==> src/sv/hsd_pkg.sv <==
// Shared types and constants for the horizon search block.
// Holds the command queued between the front and back ends and the
// configuration limits. No dependencies.
`timescale 1ns / 1ps
`default_nettype none

package hsd_pkg;

	localparam int MAP_SIZE_DEF = 256;
	localparam int FIFO_DEPTH = 2;
	localparam int QUOT_W = 24;

	localparam logic OP_WRITE = 1'b0;
	localparam logic OP_QUERY = 1'b1;

	localparam logic [2:0] TILE_RESET = 3'd2;
	localparam logic [2:0] TILE_MIN = 3'd1;
	localparam logic [2:0] TILE_MAX = 3'd4;

	typedef struct packed {
		logic        is_query;
		logic [7:0]  cell_x;
		logic [7:0]  cell_y;
		logic [7:0]  cell_height;
		logic [8:0]  query_x;
		logic [8:0]  query_y;
		logic [7:0]  query_z;
		logic        x_major;
		logic        neg_maj;
		logic        neg_min;
		logic [9:0]  amaj;
		logic [9:0]  amin;
		logic [2:0]  tiles;
	} cmd_t;

endpackage

`default_nettype wire

==> src/sv/hsd_fifo.sv <==
// Short command queue between the front and back ends.
// Depends on hsd_pkg for the command type.
`timescale 1ns / 1ps
`default_nettype none

module hsd_fifo import hsd_pkg::*; #(
	parameter int DEPTH = FIFO_DEPTH
) (
	input  wire logic clk,
	input  wire logic arst_n,
	input  wire logic push,
	input  wire cmd_t push_data,
	output logic      full,
	output logic      nonempty,
	output cmd_t      head,
	input  wire logic pop
);

	localparam int PW = $clog2(DEPTH);

	cmd_t            slot_q [DEPTH];
	logic [PW-1:0]   wp_q;
	logic [PW-1:0]   rp_q;
	logic [PW:0]     cnt_q;

	assign full = (cnt_q == (PW+1)'(DEPTH));
	assign nonempty = (cnt_q != '0);
	assign head = slot_q[rp_q];

	always_ff @(posedge clk) begin
		if (push) begin
			slot_q[wp_q] <= push_data;
		end
	end

	always_ff @(posedge clk or negedge arst_n) begin
		if (!arst_n) begin
			wp_q <= '0;
			rp_q <= '0;
			cnt_q <= '0;
		end else begin
			if (push) begin
				wp_q <= wp_q + 1'b1;
			end
			if (pop) begin
				rp_q <= rp_q + 1'b1;
			end
			if (push && !pop) begin
				cnt_q <= cnt_q + 1'b1;
			end else if (pop && !push) begin
				cnt_q <= cnt_q - 1'b1;
			end
		end
	end

endmodule

`default_nettype wire

==> config.mk <==
export PLATFORM = sky130hd
export DESIGN_NAME = hsd_fifo
export DESIGN_NICKNAME = d
export VERILOG_FILES = /design/src/sv/hsd_pkg.sv /design/src/sv/hsd_fifo.sv
export SDC_FILE = /design/constraint.sdc
export NUM_CORES = 1
export LEC_CHECK = 0
export BUFFER_PORTS_ARGS = -buffer_cell sky130_fd_sc_hd__buf_2
export CORE_MARGIN = 8
export CORE_UTILIZATION = 53
export DETAILED_ROUTE_END_ITERATION = 16
export GPL_ROUTABILITY_DRIVEN = 0
export PLACE_DENSITY = 0.79
export SETUP_SLACK_MARGIN = 0.15
export SYNTH_ARGS = -nofsm -noshare
export SYNTH_HDL_FRONTEND = slang
export SYNTH_SLANG_ARGS = --single-unit
==> constraint.sdc <==
create_clock -name clk -period 10.4 [get_ports clk]
set_input_delay 3.12 -clock clk [delete_from_list [all_inputs] [get_ports clk]]
set_output_delay 3.12 -clock clk [all_outputs]
set_load 0.03 [all_outputs]
**Yosys cells after proc, flatten, opt, wreduce, memory -nomap -nowiden**

Memory sizes are Yosys's and may differ from the RTL's.
Index checks and enable logic that the tools add are counted.
Widths: inputs -> output; s select.

- Reductions and logical operators: 6
- $add $sub $neg: 4
- Mux-type cells: 4
- Equality and inequality tests: 1

Operator list:

| operator | count |
|---|---|
| $mux 2 | 2 |
| $reduce_bool 2->1 | 2 |
| $add 1x1->1 const B | 2 |
| $add 2x1->2 const B | 1 |
| $eq 2x2->1 const B | 1 |
| $logic_and 1x1->1 | 2 |
| $logic_not 1->1 | 2 |
| $mux 1 | 2 |
| $sub 2x1->2 const B | 1 |

- Output and inout bits: 79
- Input port bits: 81
- Memories: 1
- Memory bits (writable): 154
- Bits in registers: 4
- Logic and storage cells: 19

Memories:

| name | depth | bits a word | read ports | clocked after memory_dff | wr ports | line | text |
|---|---|---|---|---|---|---|---|
| slot_q | 2 | 77 | 1 | 0 | 1 | hsd_fifo.sv:21 | `cmd_t slot_q [DEPTH];` |

**Longest topological paths before layout**

Gate-level depths: netlist of the first run.

- Depth in word-level cells: 4
- Gate-level depth with buffers: 5
- Mapped depth without buffers: 5

**Worst setup path after synthesis of the first run**

Ideal clock, no wire load.

- Path type: input -> register
- Start point: in push
- End point: mem slot_q[0][0] in the netlist's numbering (enable)
- Cell stages on the path: 1
- Arrival time: 6.490 ns
- Path buffers: 0
- Setup time: 0.522 ns
- Slack: 3.388 ns
- Cell sequence: nor2b_1

- Word-level cells in the longest chain between the ends: 2

RTL lines:

| element | line | text |
|---|---|---|
| from (decl) | hsd_fifo.sv:11 | `input wire logic push,` |
| $mux 1 | hsd_fifo.sv:31 | `if (push) begin` |
| $mux 1 (implied by the code) | hsd_fifo.sv:32 | `slot_q[wp_q] <= push_data;` |
| to (decl) | hsd_fifo.sv:21 |  |

Every way passes these cells.

==> out/results.ini, run 1 <==
[outcome]
status = completed

[floorplan]
die_w_um = 120.8
dieHeight_um = 120.8
initial_core_util_pct = 53.98
core_area_mm2 = 0.01079
row_count = 38
io-pin-count = 160
dieArea_mm2 = 0.01460

[global_route]
antenna_found_initial = 2
grt_pass1_vias = 3227
overflow = 0
grt_pass1_wl_um = 16710
grt_max_degree = 79
grtUsageTotal_pct = 15.08

[timing]
rsz0062_at_grt = false
finalSetupTns_ns = 0
finalCritPeriodShare_pct = 52.55
fin_crit_ns = 5.466
tightest_slew_ns = 1.136
fmax_ghz = 0.1830
setup_viol = 0
maxSlewViolCount = 0
skew_ns = 0.007425
maxSlewHeadroom_pct = 24.30
finalHoldViolCount = 0

[cts]
post_cts_resized = 0
cts_buffers = 17
cts_tree = yes
cts_max_level = 4
clkTransAtPathRegs_ns = 0.06
clock_sink_count = 158
insertion_delay_ns = 0.51
post_cts.repair.setup_buffers = 0
hold_buffers = 0
root_buffer = clkbuf_8
cts_max_path_buffers = 2

[route]
drt_iter0_markers = 101
top_layer_used = met5
drtPass1Iterations = 4
num_vias = 2886
wl_met3_um = 1090
wl_met1_um = 4331
drc_errors = 0
wl_um = 10950
antenna_left = 0
post_drt_wl_per_cell_um = 18.84
met2WireLength_um = 5435
vias_per_cell = 4.967

[placement]
dpl.hpwl_um = 7375
numPortBuffers = 159

[power_and_ir_drop]
vdd_drop_max_mv = 0.2011
powerDensity_mw_per_mm2 = 298.2
p_leak_nw = 2.786

[worst_setup_path]
setup.worst_path.start_class = register
worstRegToRegCells = 2
cp.required_ns = 7.28
crit_type = reg -> out
cp_max_fo = 78
critPathCaptureType = primary output
cp.arrival_ns = 2.35

[layout]
nNetsFinal = 508
layout_commonest_cell = buf_2
ff_latch_area_mm2 = 0.004728
area_growth_pct = 24.51
finalCoreUtilization_pct = 67.20
multi_input_area_mm2 = 0.001037
drive_above_1_share_pct = 60.82
most-common-layout-cells = buf_2, edfxtp_1, mux2_2
nFillCells = 716

[synthesis]
synth_compound_area_share_pct = 0
yosysSeqAreaShare_pct = 81.10
syn_area_per_cell_um2 = 22.76
netlist_area_mm2 = 0.005826
syn_nets = 338
synth_mux_area_share_pct = 16.17
synth_xor_area_share_pct = 0.7517
synthCells = 256
yosys_warnings = 0
synthAdderAreaFrac_pct = 0.2148
synth_top_family_by_area = multiplexers
ys_ff_latch = 158
synthDistinctLibCells = 14
yosys.area_share.simple_pct = 0.4940

[hold_path]
hold_depth = 1
min_path_type = reg -> reg

[job]
cap_violations = 0

## cell families after synthesis
family | count (synthesis)
multiplexers | 77
adder cells (fa/ha/maj) | 1
XOR/XNOR | 5
flip-flops | 158
buffers and inverters | 10
AND/OR/NAND/NOR | 5
## per-layer routing
| metal | up-vias | global-route usage [%] |
|---|---|---|
| met3 | 8 | 8.019 |
| met4 | 4 | 6.323 |
| met5 | - | 0 |
| met1 | 1401 | 16.56 |
| met2 | 115 | 24.04 |
| li1 | 1358 | - |
## final timing paths
check	from	end	slack, ns
max in group asynchronous	arst_n	rp_q	7.85
min in group asynchronous	arst_n	cnt_q[0]	2.42
worst min-delay path	cnt_q[1]	cnt_q[1]	0.49
worst min register to register	cnt_q[1]	cnt_q[1]	0.49
worst max-delay path	rp_q	head[7]	4.93
worst max register to register	wp_q	slot_q[0][65]	8.40
## Yosys cell counts
master	count	area, um^2
nor2b_1	2	12.51
xnor2_1	1	8.760
xor2_1	4	35.03
or2_2	1	6.260
mux2_2	57	641.9
edfxtp_1	154	4624
and2_1	1	6.260
buf_6	4	45.04
buf_2	5	25.02
mux2_4	20	300.3
inv_1	1	3.750
dfrtp_1	4	100.1
ha_1	1	12.51
nor2_1	1	3.750
## worst max-delay path: stages, from the launching register on
cell and delay (ns):
dfrtp_4 1.18, mux2_2 0.44, buf_2 0.18
## sequential cells by signal, indices dropped and copies added, names as in the netlist
signal / cells
wp_q: 1
cnt_q: 2
slot_q: 154
rp_q: 1
## through the flow
step / power (mW) / cells / setup slack (ns) / instance area, um^2 / hold WS, ns
after floorplan: 1.483 / 256 / 3.388 / 5826 / 0.4474
after global placement: 1.660 / 547 / 5.427 / 6748 / 0.4676
after detailed placement: 1.673 / 547 / 5.440 / 6748 / 0.4674
after CTS: 2.193 / 579 / 4.879 / 7248 / 0.4897
after global routing: 2.254 / 579 / 4.838 / 7248 / 0.5105
final: 2.163 / 581 / 4.934 / 7253 / 0.4890
## area by class of cell
type | count | share of cell area, %
inverter | 1 | 0.05175
tap | 140 | 2.415
multi-input combinational | 88 | 14.30
sequential | 158 | 65.19
timing repair buffer | 160 | 11.07
clock inverter | 11 | 0.9833
clock buffer | 21 | 5.917
antenna | 2 | 0.06900
## where the power goes
group	switching (mW)	leakage (nW)	total, mW	internal, mW
Sequential	0.0955	1.49	0.943	0.848
Combinational	0.433	1.07	0.701	0.268
Clock	0.229	0.225	0.519	0.290
(Power assumes the default switching activity.)
==> run 2, diff against run 1 <==
- CORE_UTILIZATION: 53 -> 52
- PLACE_DENSITY: 0.79 -> 0.77
- clock period: 10.4 -> 5.1 ns (I/O delays scaled with it)
==> out/results.ini, run 2 (synthesis gave the netlist of run 1 again) <==
[outcome]
status = completed  ; unchanged

[power_and_ir_drop]
powerDensity_mw_per_mm2 = 618.5  ; was 298.2 mW/mm^2
vdd_drop_max_mv = 0.3822  ; was 0.2011 mV
p_leak_nw = 2.829  ; was 2.786 nW

[cts]
cts_max_path_buffers = 2  ; unchanged
insertion_delay_ns = 0.51  ; about the same
clock_sink_count = 158  ; unchanged
cts_tree = yes  ; unchanged
clkTransAtPathRegs_ns = 0.06  ; about the same
post_cts.repair.setup_buffers = 0  ; unchanged
post_cts_resized = 0  ; unchanged
cts_buffers = 17  ; unchanged
root_buffer = clkbuf_8  ; unchanged
cts_max_level = 4  ; unchanged
hold_buffers = 0  ; unchanged

[timing]
tightest_slew_ns = 1.161  ; was 1.136 ns
finalHoldViolCount = 0  ; unchanged
maxSlewHeadroom_pct = 22.60  ; was 24.30%
fin_ws_ns = 1.185  ; was 4.934 ns
rsz0062_at_grt = false  ; unchanged
maxSlewViolCount = 0  ; unchanged
finalSetupTns_ns = 0  ; unchanged
fin_crit_ns = 3.915
fmax_ghz = 0.2555
skew_ns = 0.005896  ; was 0.007425 ns
finalCritPeriodShare_pct = 76.76
setup_viol = 0  ; unchanged

[floorplan]
core_area_mm2 = 0.01089  ; was 0.01079 mm^2
row_count = 38  ; unchanged
initial_core_util_pct = 53.50  ; was 53.98%
dieArea_mm2 = 0.01485  ; was 0.01460 mm^2
die_w_um = 121.8  ; was 120.8 um
io-pin-count = 160  ; unchanged
dieHeight_um = 121.8  ; was 120.8 um

[layout]
n_antenna_cell = 0  ; was 2
drive_above_1_share_pct = 61.05  ; was 60.82%
nNetsFinal = 508  ; unchanged
area_growth_pct = 25.41  ; was 24.51%
most-common-layout-cells = buf_2, edfxtp_1, mux2_2  ; unchanged
top_register = slot_q  ; unchanged
layout_commonest_cell = buf_2  ; unchanged
largestRegisters = slot_q x154, cnt_q x2  ; unchanged
nFillCells = 748  ; was 716
largest_register_ff_count = 154  ; unchanged

[global_route]
overflow = 0  ; unchanged
antenna_found_initial = 2  ; unchanged
grtUsageTotal_pct = 14.50  ; was 15.08%
grt_pass1_vias = 3207  ; was 3227
grt_pass1_wl_um = 16150  ; was 16710 um
grt_max_degree = 79  ; unchanged

[placement]
numPortBuffers = 159  ; unchanged
dpl.hpwl_um = 7122  ; was 7375 um
place_ws_ns = 1.726  ; was 5.440 ns

[worst_setup_path]
cp.arrival_ns = 2.38  ; was 2.35 ns
reg2reg_slack_ns = 3.15  ; was 8.40 ns
r2r_start = wp_q  ; unchanged
setup.worst_path.start_class = register  ; unchanged
cp.required_ns = 3.57  ; was 7.28 ns
cp_max_fo = 78  ; unchanged
worstRegToRegCells = 2  ; unchanged
rr_endpoint = slot_q[0][23]  ; was slot_q[0][65]
critPathCaptureType = primary output  ; unchanged
crit_type = reg -> out  ; unchanged

[hold_path]
whs_endpoint = cnt_q[1]  ; unchanged
hp-start = cnt_q[1]  ; unchanged
min_path_type = reg -> reg  ; unchanged
hold_depth = 1  ; unchanged

[route]
wl_um = 10780  ; was 10950 um
vias_per_cell = 5.041  ; was 4.967
antenna_left = 0  ; unchanged
drtPass1Iterations = 4  ; unchanged
num_vias = 2919  ; was 2886
drt_iter0_markers = 164  ; was 101
post_drt_wl_per_cell_um = 18.62  ; was 18.84 um
drc_errors = 0  ; unchanged

[job]
cap_violations = 0  ; unchanged

[run 2: changes by cell type in the layout (fill, tap and decap cells not counted)]
cell	before	now
clkinvlp_4	6	2
bufinv_16	0	2
clkbuf_1	4	2
clkinv_2	2	4
diode_2	2	0
buf_12	0	1
buf_4	1	0
clkinv_1	2	3
clkinv_4	1	2
[run 2: layer usage]
metal / part of all wire (%) / track usage, % / vias up
met5: 0.17 / 0 / -
met4: 1.4 / 5.860 / 4
met3: 11 / 7.404 / 16
met2: 49 / 23.61 / 128
met1: 39 / 15.80 / 1416
li1: - / - / 1355
[run 2: power by group]
| part | internal, mW | switching [mW] | total, mW |
|---|---|---|---|
| Sequential | 1.73 | 0.199 | 1.93 |
| Clock | 0.688 | 0.466 | 1.15 |
| Combinational | 0.554 | 0.885 | 1.44 |
| Total | 2.97 | 1.55 | 4.52 |
[run 2: how the worst max path moves through the flow]
stage | from | end | slack, ns | depth (start not counted)
final | rp_q | head[56] | 1.19 | 2
after global routing | rp_q | head[56] | 1.08 | 2
after CTS | rp_q | head[56] | 1.17 | 2
after detailed placement | rp_q | head[56] | 1.73 | 2
after global placement | rp_q | head[56] | 1.72 | 2
after floorplan | push | slot_q[0][0] | 1.12 | 1
[run 2: layout make-up]
cell class                      instances  area [um^2]  share of cell area (%)
Inverter                                1        3.754                 0.05138
Multi-Input combinational cell         88         1037                   14.20
Clock inverter                         13        123.9                   1.695
Timing Repair Buffer                  160        815.8                   11.17
Tap cell                              140        175.2                   2.398
Clock buffer                           19        421.7                   5.772
Sequential cell                       158         4728                   64.72
[run 2: critical path, cell delays in order, from the launching register on]
cell and delay [ns]:
dfrtp_4 1.17, mux2_2 0.45, buf_2 0.19
[run 2: per-stage QoR]
| stage | hold WS [ns] | power, mW | instance area [um^2] | instances | util (%) |
|---|---|---|---|---|---|
| 6_report | 0.4930 | 4.518 | 7306 | 579 | 67.10 |
| 5_1_grt | 0.5118 | 4.692 | 7306 | 579 | 67.10 |
| 4_1_cts | 0.4915 | 4.568 | 7306 | 579 | 67.10 |
| 3_5_place_dp | 0.4749 | 3.411 | 6760 | 547 | 62.09 |
| 3_3_place_gp | 0.4647 | 3.391 | 6760 | 547 | 62.09 |
| 2_1_floorplan | 0.4474 | 3.017 | 5828 | 256 | - |
