===== src/sv/hsd_pkg.sv =====
// Shared types and constants for the horizon search block.
// Holds the command queued between the front and back ends and the
// configuration limits. No dependencies.
`timescale 1ns / 1ps
`default_nettype none

package hsd_pkg;

	localparam int MAP_SIZE_DEF = 256;
	localparam int FIFO_DEPTH = 2;
	localparam int QUOT_W = 24;

	localparam logic OP_WRITE = 1'b0;
	localparam logic OP_QUERY = 1'b1;

	localparam logic [2:0] TILE_RESET = 3'd2;
	localparam logic [2:0] TILE_MIN = 3'd1;
	localparam logic [2:0] TILE_MAX = 3'd4;

	typedef struct packed {
		logic        is_query;
		logic [7:0]  cell_x;
		logic [7:0]  cell_y;
		logic [7:0]  cell_height;
		logic [8:0]  query_x;
		logic [8:0]  query_y;
		logic [7:0]  query_z;
		logic        x_major;
		logic        neg_maj;
		logic        neg_min;
		logic [9:0]  amaj;
		logic [9:0]  amin;
		logic [2:0]  tiles;
	} cmd_t;

endpackage

`default_nettype wire


===== src/sv/hsd_if.sv =====
// Channel interfaces of the horizon search block: request and response.
// Each carries valid, ready and the beat payload. No dependencies.
`timescale 1ns / 1ps
`default_nettype none

interface hsd_in_if;
	logic              valid;
	logic              ready;
	logic              opcode;
	logic [7:0]        cell_x;
	logic [7:0]        cell_y;
	logic [7:0]        cell_height;
	logic [8:0]        query_x;
	logic [8:0]        query_y;
	logic [7:0]        query_z;
	logic signed [9:0] dir_x;
	logic signed [9:0] dir_y;

	modport source (output valid, opcode, cell_x, cell_y, cell_height, query_x, query_y,
		query_z, dir_x, dir_y, input ready);
	modport sink (input valid, opcode, cell_x, cell_y, cell_height, query_x, query_y,
		query_z, dir_x, dir_y, output ready);
endinterface


`default_nettype wire


===== src/sv/hsd_front.sv =====
// Front end: accepts request beats and classifies them into queue commands.
// Queries get their line setup here. Depends on hsd_pkg and hsd_if.
`timescale 1ns / 1ps
`default_nettype none

module hsd_front import hsd_pkg::*; (
	hsd_in_if.sink          req,
	input  wire logic [2:0] tile_count,
	input  wire logic       q_full,
	output logic            push,
	output cmd_t            cmd
);

	logic [9:0] neg_dx;
	logic [9:0] neg_dy;
	logic [9:0] adx;
	logic [9:0] ady;
	logic       xm;

	assign req.ready = !q_full;
	assign push = req.valid && !q_full;

	always_comb begin
		neg_dx = -req.dir_x;
		neg_dy = -req.dir_y;
		adx = req.dir_x[9] ? neg_dx : req.dir_x;
		ady = req.dir_y[9] ? neg_dy : req.dir_y;
		xm = (ady < adx);

		cmd.is_query = (req.opcode == OP_QUERY);
		cmd.cell_x = req.cell_x;
		cmd.cell_y = req.cell_y;
		cmd.cell_height = req.cell_height;
		cmd.query_x = req.query_x;
		cmd.query_y = req.query_y;
		cmd.query_z = req.query_z;
		cmd.x_major = xm;
		cmd.neg_maj = xm ? req.dir_x[9] : req.dir_y[9];
		cmd.neg_min = xm ? req.dir_y[9] : req.dir_x[9];
		cmd.amaj = xm ? adx : ady;
		cmd.amin = xm ? ady : adx;
		if (tile_count < TILE_MIN) begin
			cmd.tiles = TILE_MIN;
		end else if (tile_count > TILE_MAX) begin
			cmd.tiles = TILE_MAX;
		end else begin
			cmd.tiles = tile_count;
		end
	end

endmodule

`default_nettype wire


===== src/flat_wrapper.sv =====
// flat-port wrapper written by rule: the top's interface ports become plain ports
module hsd_front_flat import hsd_pkg::*;
  (tile_count, q_full, push, cmd, req_valid, req_opcode, req_cell_x, req_cell_y, req_cell_height, req_query_x, req_query_y, req_query_z, req_dir_x, req_dir_y, req_ready);
  hsd_in_if req_i ();
  input  wire logic [2:0] tile_count;
  input  wire logic q_full;
  output logic push;
  output cmd_t cmd;
  input wire logic [$bits(req_i.valid)-1:0] req_valid;
  input wire logic [$bits(req_i.opcode)-1:0] req_opcode;
  input wire logic [$bits(req_i.cell_x)-1:0] req_cell_x;
  input wire logic [$bits(req_i.cell_y)-1:0] req_cell_y;
  input wire logic [$bits(req_i.cell_height)-1:0] req_cell_height;
  input wire logic [$bits(req_i.query_x)-1:0] req_query_x;
  input wire logic [$bits(req_i.query_y)-1:0] req_query_y;
  input wire logic [$bits(req_i.query_z)-1:0] req_query_z;
  input wire logic [$bits(req_i.dir_x)-1:0] req_dir_x;
  input wire logic [$bits(req_i.dir_y)-1:0] req_dir_y;
  output wire logic [$bits(req_i.ready)-1:0] req_ready;
  assign req_i.valid = req_valid;
  assign req_i.opcode = req_opcode;
  assign req_i.cell_x = req_cell_x;
  assign req_i.cell_y = req_cell_y;
  assign req_i.cell_height = req_cell_height;
  assign req_i.query_x = req_query_x;
  assign req_i.query_y = req_query_y;
  assign req_i.query_z = req_query_z;
  assign req_i.dir_x = req_dir_x;
  assign req_i.dir_y = req_dir_y;
  assign req_ready = req_i.ready;
  hsd_front u_core (.req(req_i), .tile_count(tile_count), .q_full(q_full), .push(push), .cmd(cmd));
endmodule

===== config.mk =====
export PLATFORM = sky130hd
export DESIGN_NAME = hsd_front_flat
export DESIGN_NICKNAME = d
export VERILOG_FILES = /design/src/sv/hsd_pkg.sv /design/src/sv/hsd_if.sv /design/src/sv/hsd_front.sv /design/src/flat_wrapper.sv
export SDC_FILE = /design/constraint.sdc
export NUM_CORES = 1
export LEC_CHECK = 0
export ABC_AREA = 1
export BUFFER_PORTS_ARGS = -buffer_cell sky130_fd_sc_hd__buf_2
export CAP_MARGIN = 0
export CORE_MARGIN = 1.5
export CORE_UTILIZATION = 34
export DETAILED_ROUTE_END_ITERATION = 12
export GPL_TIMING_DRIVEN = 0
export PLACE_DENSITY = 0.81
export SKIP_LAST_GASP = 1
export SLEW_MARGIN = 10
export SYNTH_ARGS = -nofsm -noshare
export SYNTH_HDL_FRONTEND = slang
export SYNTH_SLANG_ARGS = --single-unit

===== constraint.sdc =====
create_clock -name vclk -period 2.9
set_input_delay 0.58 -clock vclk [all_inputs]
set_output_delay 0.58 -clock vclk [all_outputs]
set_load 0.01 [all_outputs]

=== Word-level counts from Yosys, hierarchy flattened ===
Index checks and enable logic that the tools add are counted.

* $add $sub $neg: 2
* Reduce and logical (&&, ||, !) cells: 2
* $lt $le $gt $ge: 3
* Muxes and demuxes: 8

{| class="wikitable"
|+ Operators by type and width
! operator !! count
|-
| 10-bit two-way mux || 4
|-
| 10-bit negation || 2
|-
| 10-bit less-than comparator || 1
|-
| 3-bit two-way mux || 2
|-
| 3-bit > comparator, second input constant || 1
|-
| 3-bit by 1-bit less-than comparator with 1-bit output, second input constant || 1
|-
| 1-bit two-way mux || 2
|-
| 1-bit logical AND || 1
|-
| 1-bit logical NOT || 1
|}

* Input bits: 76
* Word-level logic and storage cells: 15
* Output and inout bits: 79
* Register bits after elaboration: 0

=== Depth between registers and ports, before layout ===
Gate-level depths: netlist (run 1).

* Word-level depth: 4
* Depth in mapped cells: 20
* Gate-level depth less buffers: 19

=== Worst setup path after synthesis (run 1) ===
OpenSTA, ideal clock, no wires.

* Kind: input -> output
* Start point: in req_dir_x[0]
* End point: out cmd[15] (netlist bit)
* Cell stages on the path: 18
* Required time: 2.320 ns
* Path slack: -0.064 ns
* Arrival time: 2.384 ns
* Buffers on the path: 1
* Path through: inv_1 -> ha_1 -> nand2_1 -> nor2_1 -> nand2_1 -> nand2_1 -> nand2_1 -> nand2_1 -> inv_1 -> ha_1 -> nand2_1 -> a21oi_1 -> nor2_4 -> nand2_2 -> nor2_4 -> buf_6 -> nand2_1 -> nand2_1

{| class="wikitable"
|+ RTL lines
! item !! line !! RTL
|-
| from (decl) || flat_wrapper.sv:17 || <nowiki>input wire logic [$bits(req_i.dir_x)-1:0] req_dir_x;</nowiki>
|-
| to (decl) || flat_wrapper.sv:8 || <nowiki>output cmd_t cmd;</nowiki>
|}

==> run metrics, run 1 <==
status=complete, but fails checks; failing checks=setup timing; hold_buf cts=0; Commonest cells post-synth=nand2_1 (118), buf_4 (54), inv_1 (36); internal power=346 uW; Yosys top cell by area=nand2_1; GRT Util Overall=17.3%; FFs & Latches=0; Synth Net Count=374; layout clock buffer count=0; gpl congestion=0.871; Core Util, Final=65.0%; Worst path max stage delay=290 ps; Cell Area, Placed=0.00213 mm2; Die X=69.4 um; Post-Synthesis Mean Instance Area=5.22 um2; DP Wirelength=3.59 mm; Worst Hold Depth=2; WL final=5.04 mm; Flop pwr share=0%; post-layout min period=3210 ps; Yosys top cell area share=29.5%; Total Power=701 uW; Worst Hold Endpoint=cmd[67]; Worst EP required=2320 ps; worst min path class=input pin to output port; mapped cell area=0.00150 mm2; DRC viols=0; CP Capture Type=output port; reported max-cap violation count=0; Routed Antenna Nets=0; num rows=23; CP Launch Type=input pin; crit-path max FO=10; PD cells=262 mW/mm2; CP Class=input pin to output port; Final Cell Area=0.00268 mm2; Placeable Area=0.00412 mm2; Synth Area in Compound Gates=3.42%; critical path's slowest cell=ha_1; total iterations of the first detailed-routing run=4; fill count=384; CP Cell Sequence=buf_2 -> buf_6 -> nand3_1 -> nand2_1 -> inv_1 -> ha_1 -> nand2_1 -> nand2_1 -> nand2_1 -> nand2_1 -> nand2_2 -> nand2_2 -> nor2_4 -> buf_6 -> nand2_2 -> nand2_2 -> buf_6; initial antenna violation count=0; largest net degree at the start of global routing=11; largest family of logic cells by synthesized area=simple AND/OR/NAND/NOR gates; Switch Pwr=355 uW; sequential area share after synthesis=0%; Cell Count, Final, Fillers Out=458; Switching Fraction=50.6%; peak supply drop=176 uV; Distinct cells, synth=21; Logic pwr share=100.0%; simple-gate share of the synthesized area=47.3%; Crit path max-delay family=simple AND/OR/NAND/NOR gates; via count=2107; worst slack, placed=-505 ps; DR vias/cell=4.60; Syn. warnings=0; WL/cell=11.0 um; Adder-Cell Fraction of Synth Area=9.18%; register area=0 um2; arrival time worst endpoint=2630 ps; I/O Buffers=102; area grow syn2layout=78.5%; DRT iter0 DRCs=64; number of global-route vias before repair=1746; area share of xor/xnor cells in the synthesized design=1.75%; Hold Fails Final Rpt=0; RSZ-0062 raised after global routing=true; final worst slack=-310 ps; LEAKAGE=1.59 nW; cell mode on critical path=nand2_1; number of diodes=0; multi-input logic area=0.00124 mm2; first-pass GRT wire length=7.38 mm; die area=0.00482 mm2; count leader, synth=nand2_1; top-level I/O count=155; HP Start=req_cell_y[7]; endpoints failing setup=23; Slew Viols, Final=0; ratio of cells with drive above 1 in the final layout=65.2%; DP Cell Count=439; actual slew at the worst max-slew pin=405 ps; Initial Util=36.4%; period utilization=111%; Die Span Y=69.4 um; final-stage net count=497; multiplexer area fraction after synthesis=0%; f_max=0.311 GHz; grt ovf=0; Mapped Cells=287; Area contributors post-synth=nand2_1 (30%), buf_4 (27%), ha_1 (9.2%), inv_1 (9.0%), nand3_1 (5.0%); Clock Power Share=0%; Critical path buffers and inverters=5; Slew HR=72.7%
## power groups by stage
| stage | combinational, mW | sequential, mW | clock (mW) |
|---|---|---|---|
| 2_1_floorplan | 0.339 | 0 | 0 |
| 3_3_place_gp | 0.489 | 0 | 0 |
| 3_5_place_dp | 0.498 | 0 | 0 |
| 4_1_cts | 0.624 | 0 | 0 |
| 5_1_grt | 0.756 | 0 | 0 |
| 6_report | 0.701 | 0 | 0 |
## metrics by stage
step                setup TNS, ps  hold WS [ps]
floorplan                       0          1200
global placement            -9500          1340
detailed placement         -10100          1340
CTS                         -2700          1340
global route                -8280          1350
finish                      -5770          1340
## layer usage
metal | wire length, um | GRT usage (%) | up-vias
met1 | 1930 | 20.6 | 936
met2 | 2670 | 34.1 | 99
met5 | 0 | 0 | -
met4 | 70 | 1.31 | 0
met3 | 370 | 1.89 | 6
li1 | - | - | 1066
## layout by cell type (no fill, tap or decap)
cell,Yosys,final
nand4_1,9,9
inv_1,36,22
a21oi_4,0,2
nand2_2,2,39
nand2_1,118,73
inv_6,0,1
clkbuf_1,1,1
o21ai_1,0,1
ha_1,11,3
or2_2,1,1
a21o_1,1,1
buf_8,0,2
xor2_1,3,1
inv_2,0,12
nand3_2,2,2
nor2_4,2,5
xor2_2,0,2
o21ai_0,4,3
nand3_1,15,15
nor2_1,18,11
buf_2,3,89
inv_4,0,1
a21oi_1,3,2
nand2_4,0,8
buf_4,54,68
buf_6,1,21
nor2_2,1,5
ha_4,0,8
## how the worst max path moves through the flow
stage / from / endpoint / cells after the start
after detailed placement: req_dir_x[0] / cmd[16] / 22
after CTS: req_dir_x[0] / cmd[16] / 22
after global routing: req_dir_x[1] / cmd[15] / 22
after floorplan: req_dir_y[9] / cmd[15] / 12
final: req_dir_x[9] / cmd[15] / 17
after global placement: req_dir_y[0] / cmd[15] / 18
## layout make-up
class | count | area share [%]
plain buffers | 60 | 17.2
inverters | 36 | 5.33
multi-input cells | 191 | 46.5
well taps | 50 | 2.34
repair buffers | 121 | 28.6
## cell families after synthesis
group                      count (synthesis)
buffers and inverters                     96
xor gates and xnor gates                   3
AOI/OAI and AO/OA                          9
and+or+nand+nor                          168
adders and majority gates                 11
## timing repair
action                                  CTS  global route
setup buffers                            12             7
cloned                                    1             0
endpoints found under the setup margin   23            23
gates resized for setup                  70            33
pin swaps                                34            33
Note: power is estimated with default switching activity, not from simulation.
==> run 2: changes to the inputs <==
- ABC_AREA: 1 -> unset
- CORE_UTILIZATION: 34 -> 31
- PLACE_DENSITY: 0.81 -> 0.86
- SLEW_MARGIN: 10 -> unset
==> run metrics, run 2 <==
status=complete, but fails checks; failing checks=setup timing; reported max-cap violation count=0; largest net degree at the start of global routing=11; Die X=67.0 um; Area contributors post-synth=buf_4 (31%), mux2i_1 (17%), ha_1 (11%), xor2_1 (8.3%), inv_1 (4.7%); post-layout min period=3960 ps; Commonest cells post-synth=buf_4 (52), mux2i_1 (22), inv_1 (16); WL/cell=12.7 um; total iterations of the first detailed-routing run=4; Slew Viols, Final=0; mapped cell area=0.00127 mm2; area grow syn2layout=76.3%; f_max=0.252 GHz; DRT iter0 DRCs=49; Post-Synthesis Mean Instance Area=7.75 um2; RSZ-0062 raised after global routing=true; worst min path class=input pin to output port; via count=1473; gpl congestion=0.799; WL final=4.26 mm; Switch Pwr=293 uW; commonest cells after routing, fill and taps aside=buf_2 (100), buf_4 (67), mux2i_1 (18); Crit path max-delay family=simple AND/OR/NAND/NOR gates; Flop pwr share=0%; Distinct cells, synth=29; most common cell after layout, fill and taps aside=buf_2; actual slew at the worst max-slew pin=465 ps; final-stage net count=374; FFs & Latches=0; critical path's slowest cell=or3_4; crit-path max FO=7; Worst EP required=2320 ps; ratio of cells with drive above 1 in the final layout=71.6%; Synth Net Count=251; hold_buf cts=0; layout clock buffer count=0; Die Span Y=67.0 um; endpoints failing setup=23; initial antenna violation count=0; multi-input logic area=947 um2; LEAKAGE=1.28 nW; first-pass GRT wire length=5.78 mm; Switching Fraction=44.8%; Worst path max stage delay=420 ps; worst slack, placed=-1230 ps; TNS Setup=-23510 ps; Initial Util=32.0%; fill count=378; register area=0 um2; Syn. warnings=0; number of global-route vias before repair=1330; internal power=362 uW; HP Start=req_query_x[5]; PD cells=292 mW/mm2; grt ovf=0; I/O Buffers=104; Yosys top cell area share=30.7%; DP Wirelength=3.24 mm; die area=0.00449 mm2; final worst slack=-1060 ps; sequential area share after synthesis=0%; Placeable Area=0.00397 mm2; peak supply drop=87.3 uV; Worst Hold Endpoint=cmd[48]; CP Cell Sequence=buf_2 -> or3_4 -> o31ai_4 -> xor2_1 -> inv_1 -> ha_4 -> and3_4 -> or3b_1 -> o221a_4 -> buf_12 -> mux2i_2 -> buf_2; Mapped Cells=164; DR vias/cell=4.40; CP Capture Type=output port; Hold Fails Final Rpt=0; Worst Hold Depth=2; CP Launch Type=input pin; number of diodes=0; cell mode on critical path=buf_2; Critical path buffers and inverters=4; Clock Power Share=0%; Routed Antenna Nets=0; Slew HR=69.0%; CP Class=input pin to output port; Logic pwr share=100.0%; num rows=23; arrival time worst endpoint=3380 ps; period utilization=137%; Yosys top cell by area=buf_4; count leader, synth=buf_4; top-level I/O count=155; GRT Util Overall=16.3%; DRC viols=0
-- run 2: worst max-delay path by stage --
stage / cells past startpoint / slack [ps] / startpoint / to
2_1_floorplan: 11 / -780 / req_dir_y[6] / cmd[10]
3_3_place_gp: 13 / -1150 / req_dir_y[2] / cmd[14]
3_5_place_dp: 13 / -1230 / req_dir_y[2] / cmd[15]
4_1_cts: 12 / -1030 / req_dir_y[4] / cmd[14]
5_1_grt: 12 / -1180 / req_dir_y[1] / cmd[14]
6_report: 12 / -1060 / req_dir_y[1] / cmd[14]
-- run 2: cell type report --
type,instances,area share [%]
Tap cell,50,2.79
Timing Repair Buffer,122,32.3
Multi-Input combinational cell,90,42.3
Buffer,57,19.9
Inverter,16,2.68
-- run 2: power by group through the flow --
stage / registers (mW) / logic (mW) / clock network (mW)
after CTS: 0 / 0.609 / 0
after global placement: 0 / 0.487 / 0
after global routing: 0 / 0.705 / 0
after floorplan: 0 / 0.333 / 0
final: 0 / 0.655 / 0
after detailed placement: 0 / 0.499 / 0
-- run 2: stage by stage --
stage                     utilization, %  total power, mW  std cells  instance area, um2  hold WS, ps
after floorplan                        -            0.333        164                1290         1200
after global placement              47.1            0.487        318                1870         1340
after detailed placement            47.1            0.499        318                1870         1340
after CTS                           53.3            0.609        330                2120         1340
after global routing                56.4            0.705        335                2240         1350
final                               56.4            0.655        335                2240         1340
-- run 2: layer usage --
metal	global-route usage, %	vias up	share of wire (%)
met5	0	-	0
met4	0.765	0	0
met2	35.3	85	58
met3	2.36	0	9.0
met1	16.4	647	33
li1	-	741	-
-- run 2: logic make-up (layout without fill, tap and decap cells) --
logic type | after synthesis | in the layout | share of synthesized area [%]
compound gates | 18 | 18 | 9.45
mux | 24 | 24 | 19.1
buf+inv | 74 | 195 | 39.0
simple gates | 23 | 23 | 12.0
xor+xnor | 14 | 14 | 9.65
fa+ha+maj | 11 | 11 | 10.8
-- run 2: repair_timing --
item,4_1_cts,5_1_grt
gates cloned,2,0
pin swaps,14,16
resized for setup,23,18
endpoints found under the setup margin,23,23
buffers inserted,11,5
==> run 3: changes to the inputs <==
- CORE_ASPECT_RATIO: unset -> 0.6
==> run metrics, run 3 (synthesis gave the netlist of run 2 again) <==
Placeable Area=0.00379 mm2; hold_buf cts=0; largest net degree at the start of global routing=11; cell mode on critical path=buf_6; WL final=4.01 mm; CP Cell Sequence=buf_8 -> or4_4 -> o31ai_4 -> xor2_1 -> inv_1 -> ha_4 -> nand4_1 -> or3b_1 -> o221a_4 -> buf_6 -> mux2_4 -> buf_6; final-stage net count=373; CP Launch Type=input pin; Die Span Y=52.6 um; number of global-route vias before repair=1269; Critical path buffers and inverters=4; CP Class=input pin to output port; Total Power=612 uW; DRT iter0 DRCs=31; Crit path max-delay family=simple AND/OR/NAND/NOR gates; Worst EP required=2320 ps; FFs & Latches=0; Routed Antenna Nets=0; Slew Viols, Final=0; GRT Util Overall=15.8%; top sig layer=met4; crit-path max FO=4; Die X=85.7 um; detailed route wirelength on metal3=200 um; total iterations of the first detailed-routing run=8; Metal-1 WL=1.81 mm; DRC viols=3; actual slew at the worst max-slew pin=454 ps; period utilization=137%; area grow syn2layout=67.6%; post-layout min period=3970 ps; final worst slack=-1070 ps; Hold Fails Final Rpt=0; WL/cell=12.1 um; num rows=17; reported max-cap violation count=0; arrival time worst endpoint=3390 ps; first-pass GRT wire length=5.84 mm; commonest cells after routing, fill and taps aside=buf_2 (100), buf_4 (66), mux2i_1 (19); DR vias/cell=4.32; WL met2=1.98 mm; Initial Util=33.6%; die area=0.00451 mm2; worst min path class=input pin to output port; Worst path max stage delay=570 ps; status=complete, but fails checks; DP Wirelength=3.32 mm; layout clock buffer count=0; initial antenna violation count=0; worst slack, placed=-1220 ps; LEAKAGE=1.27 nW; top-level I/O count=155; number of diodes=0; critical path's slowest cell=or4_4; register area=0 um2; gpl congestion=0.785; PD cells=287 mW/mm2; peak supply drop=152 uV; Core Util, Final=56.3%; f_max=0.252 GHz; ratio of cells with drive above 1 in the final layout=68.7%; most common cell after layout, fill and taps aside=buf_2; endpoints failing setup=23; I/O Buffers=104; CP Capture Type=output port; RSZ-0062 raised after global routing=true; grt ovf=0; Slew HR=69.8%; failing checks=DRC, setup timing; via count=1430
==> run 3: cell count changes in the layout (fill, tap and decap cells not counted), sizes merged <==
cell / previous run / this run
buf: 176 / 175
==> run 3: layout make-up <==
class / count / area (um2)
timing repair buffer: 121 / 701
tap: 47 / 58.8
buffer: 57 / 447
fill: 373 / 1660
inverter: 16 / 60.1
multi-input combinational: 90 / 865
==> run 3: power by group <==
part           internal (mW)  switching [mW]  leakage [nW]
logic                  0.336           0.276          1.27
clock network              0               0             0
registers                  0               0             0
==> run 3: per-layer routing <==
| layer | vias to the layer above | global-route usage [%] |
|---|---|---|
| met5 | - | 0 |
| met4 | 0 | 0.538 |
| met3 | 2 | 0.787 |
| met2 | 47 | 28.1 |
| met1 | 637 | 22.2 |
| li1 | 744 | - |
==> run 3: metrics by stage <==
stage,TNS (ps),instance area (um2),hold slack (ps),std cells
after global placement,-24580,1870,1340,315
final,-22330,2130,1340,331
after CTS,-22180,2080,1340,328
after detailed placement,-26960,1870,1340,315
after floorplan,-17340,1290,1200,164
after global routing,-24980,2130,1350,331
==> run 3: path summary, 6_finish.rpt <==
path  cells past startpoint       to           from  slack [ps]
max                      12  cmd[23]   req_dir_y[4]       -1070
min                       2  cmd[74]  req_cell_x[6]        1340
==> run 3: timing repair <==
item                                    4_1_cts  5_1_grt
resized for setup                            21        8
setup buffers                                13        3
endpoints found under the setup margin       23       23
cloned                                        1        0
pin swaps                                    13       10
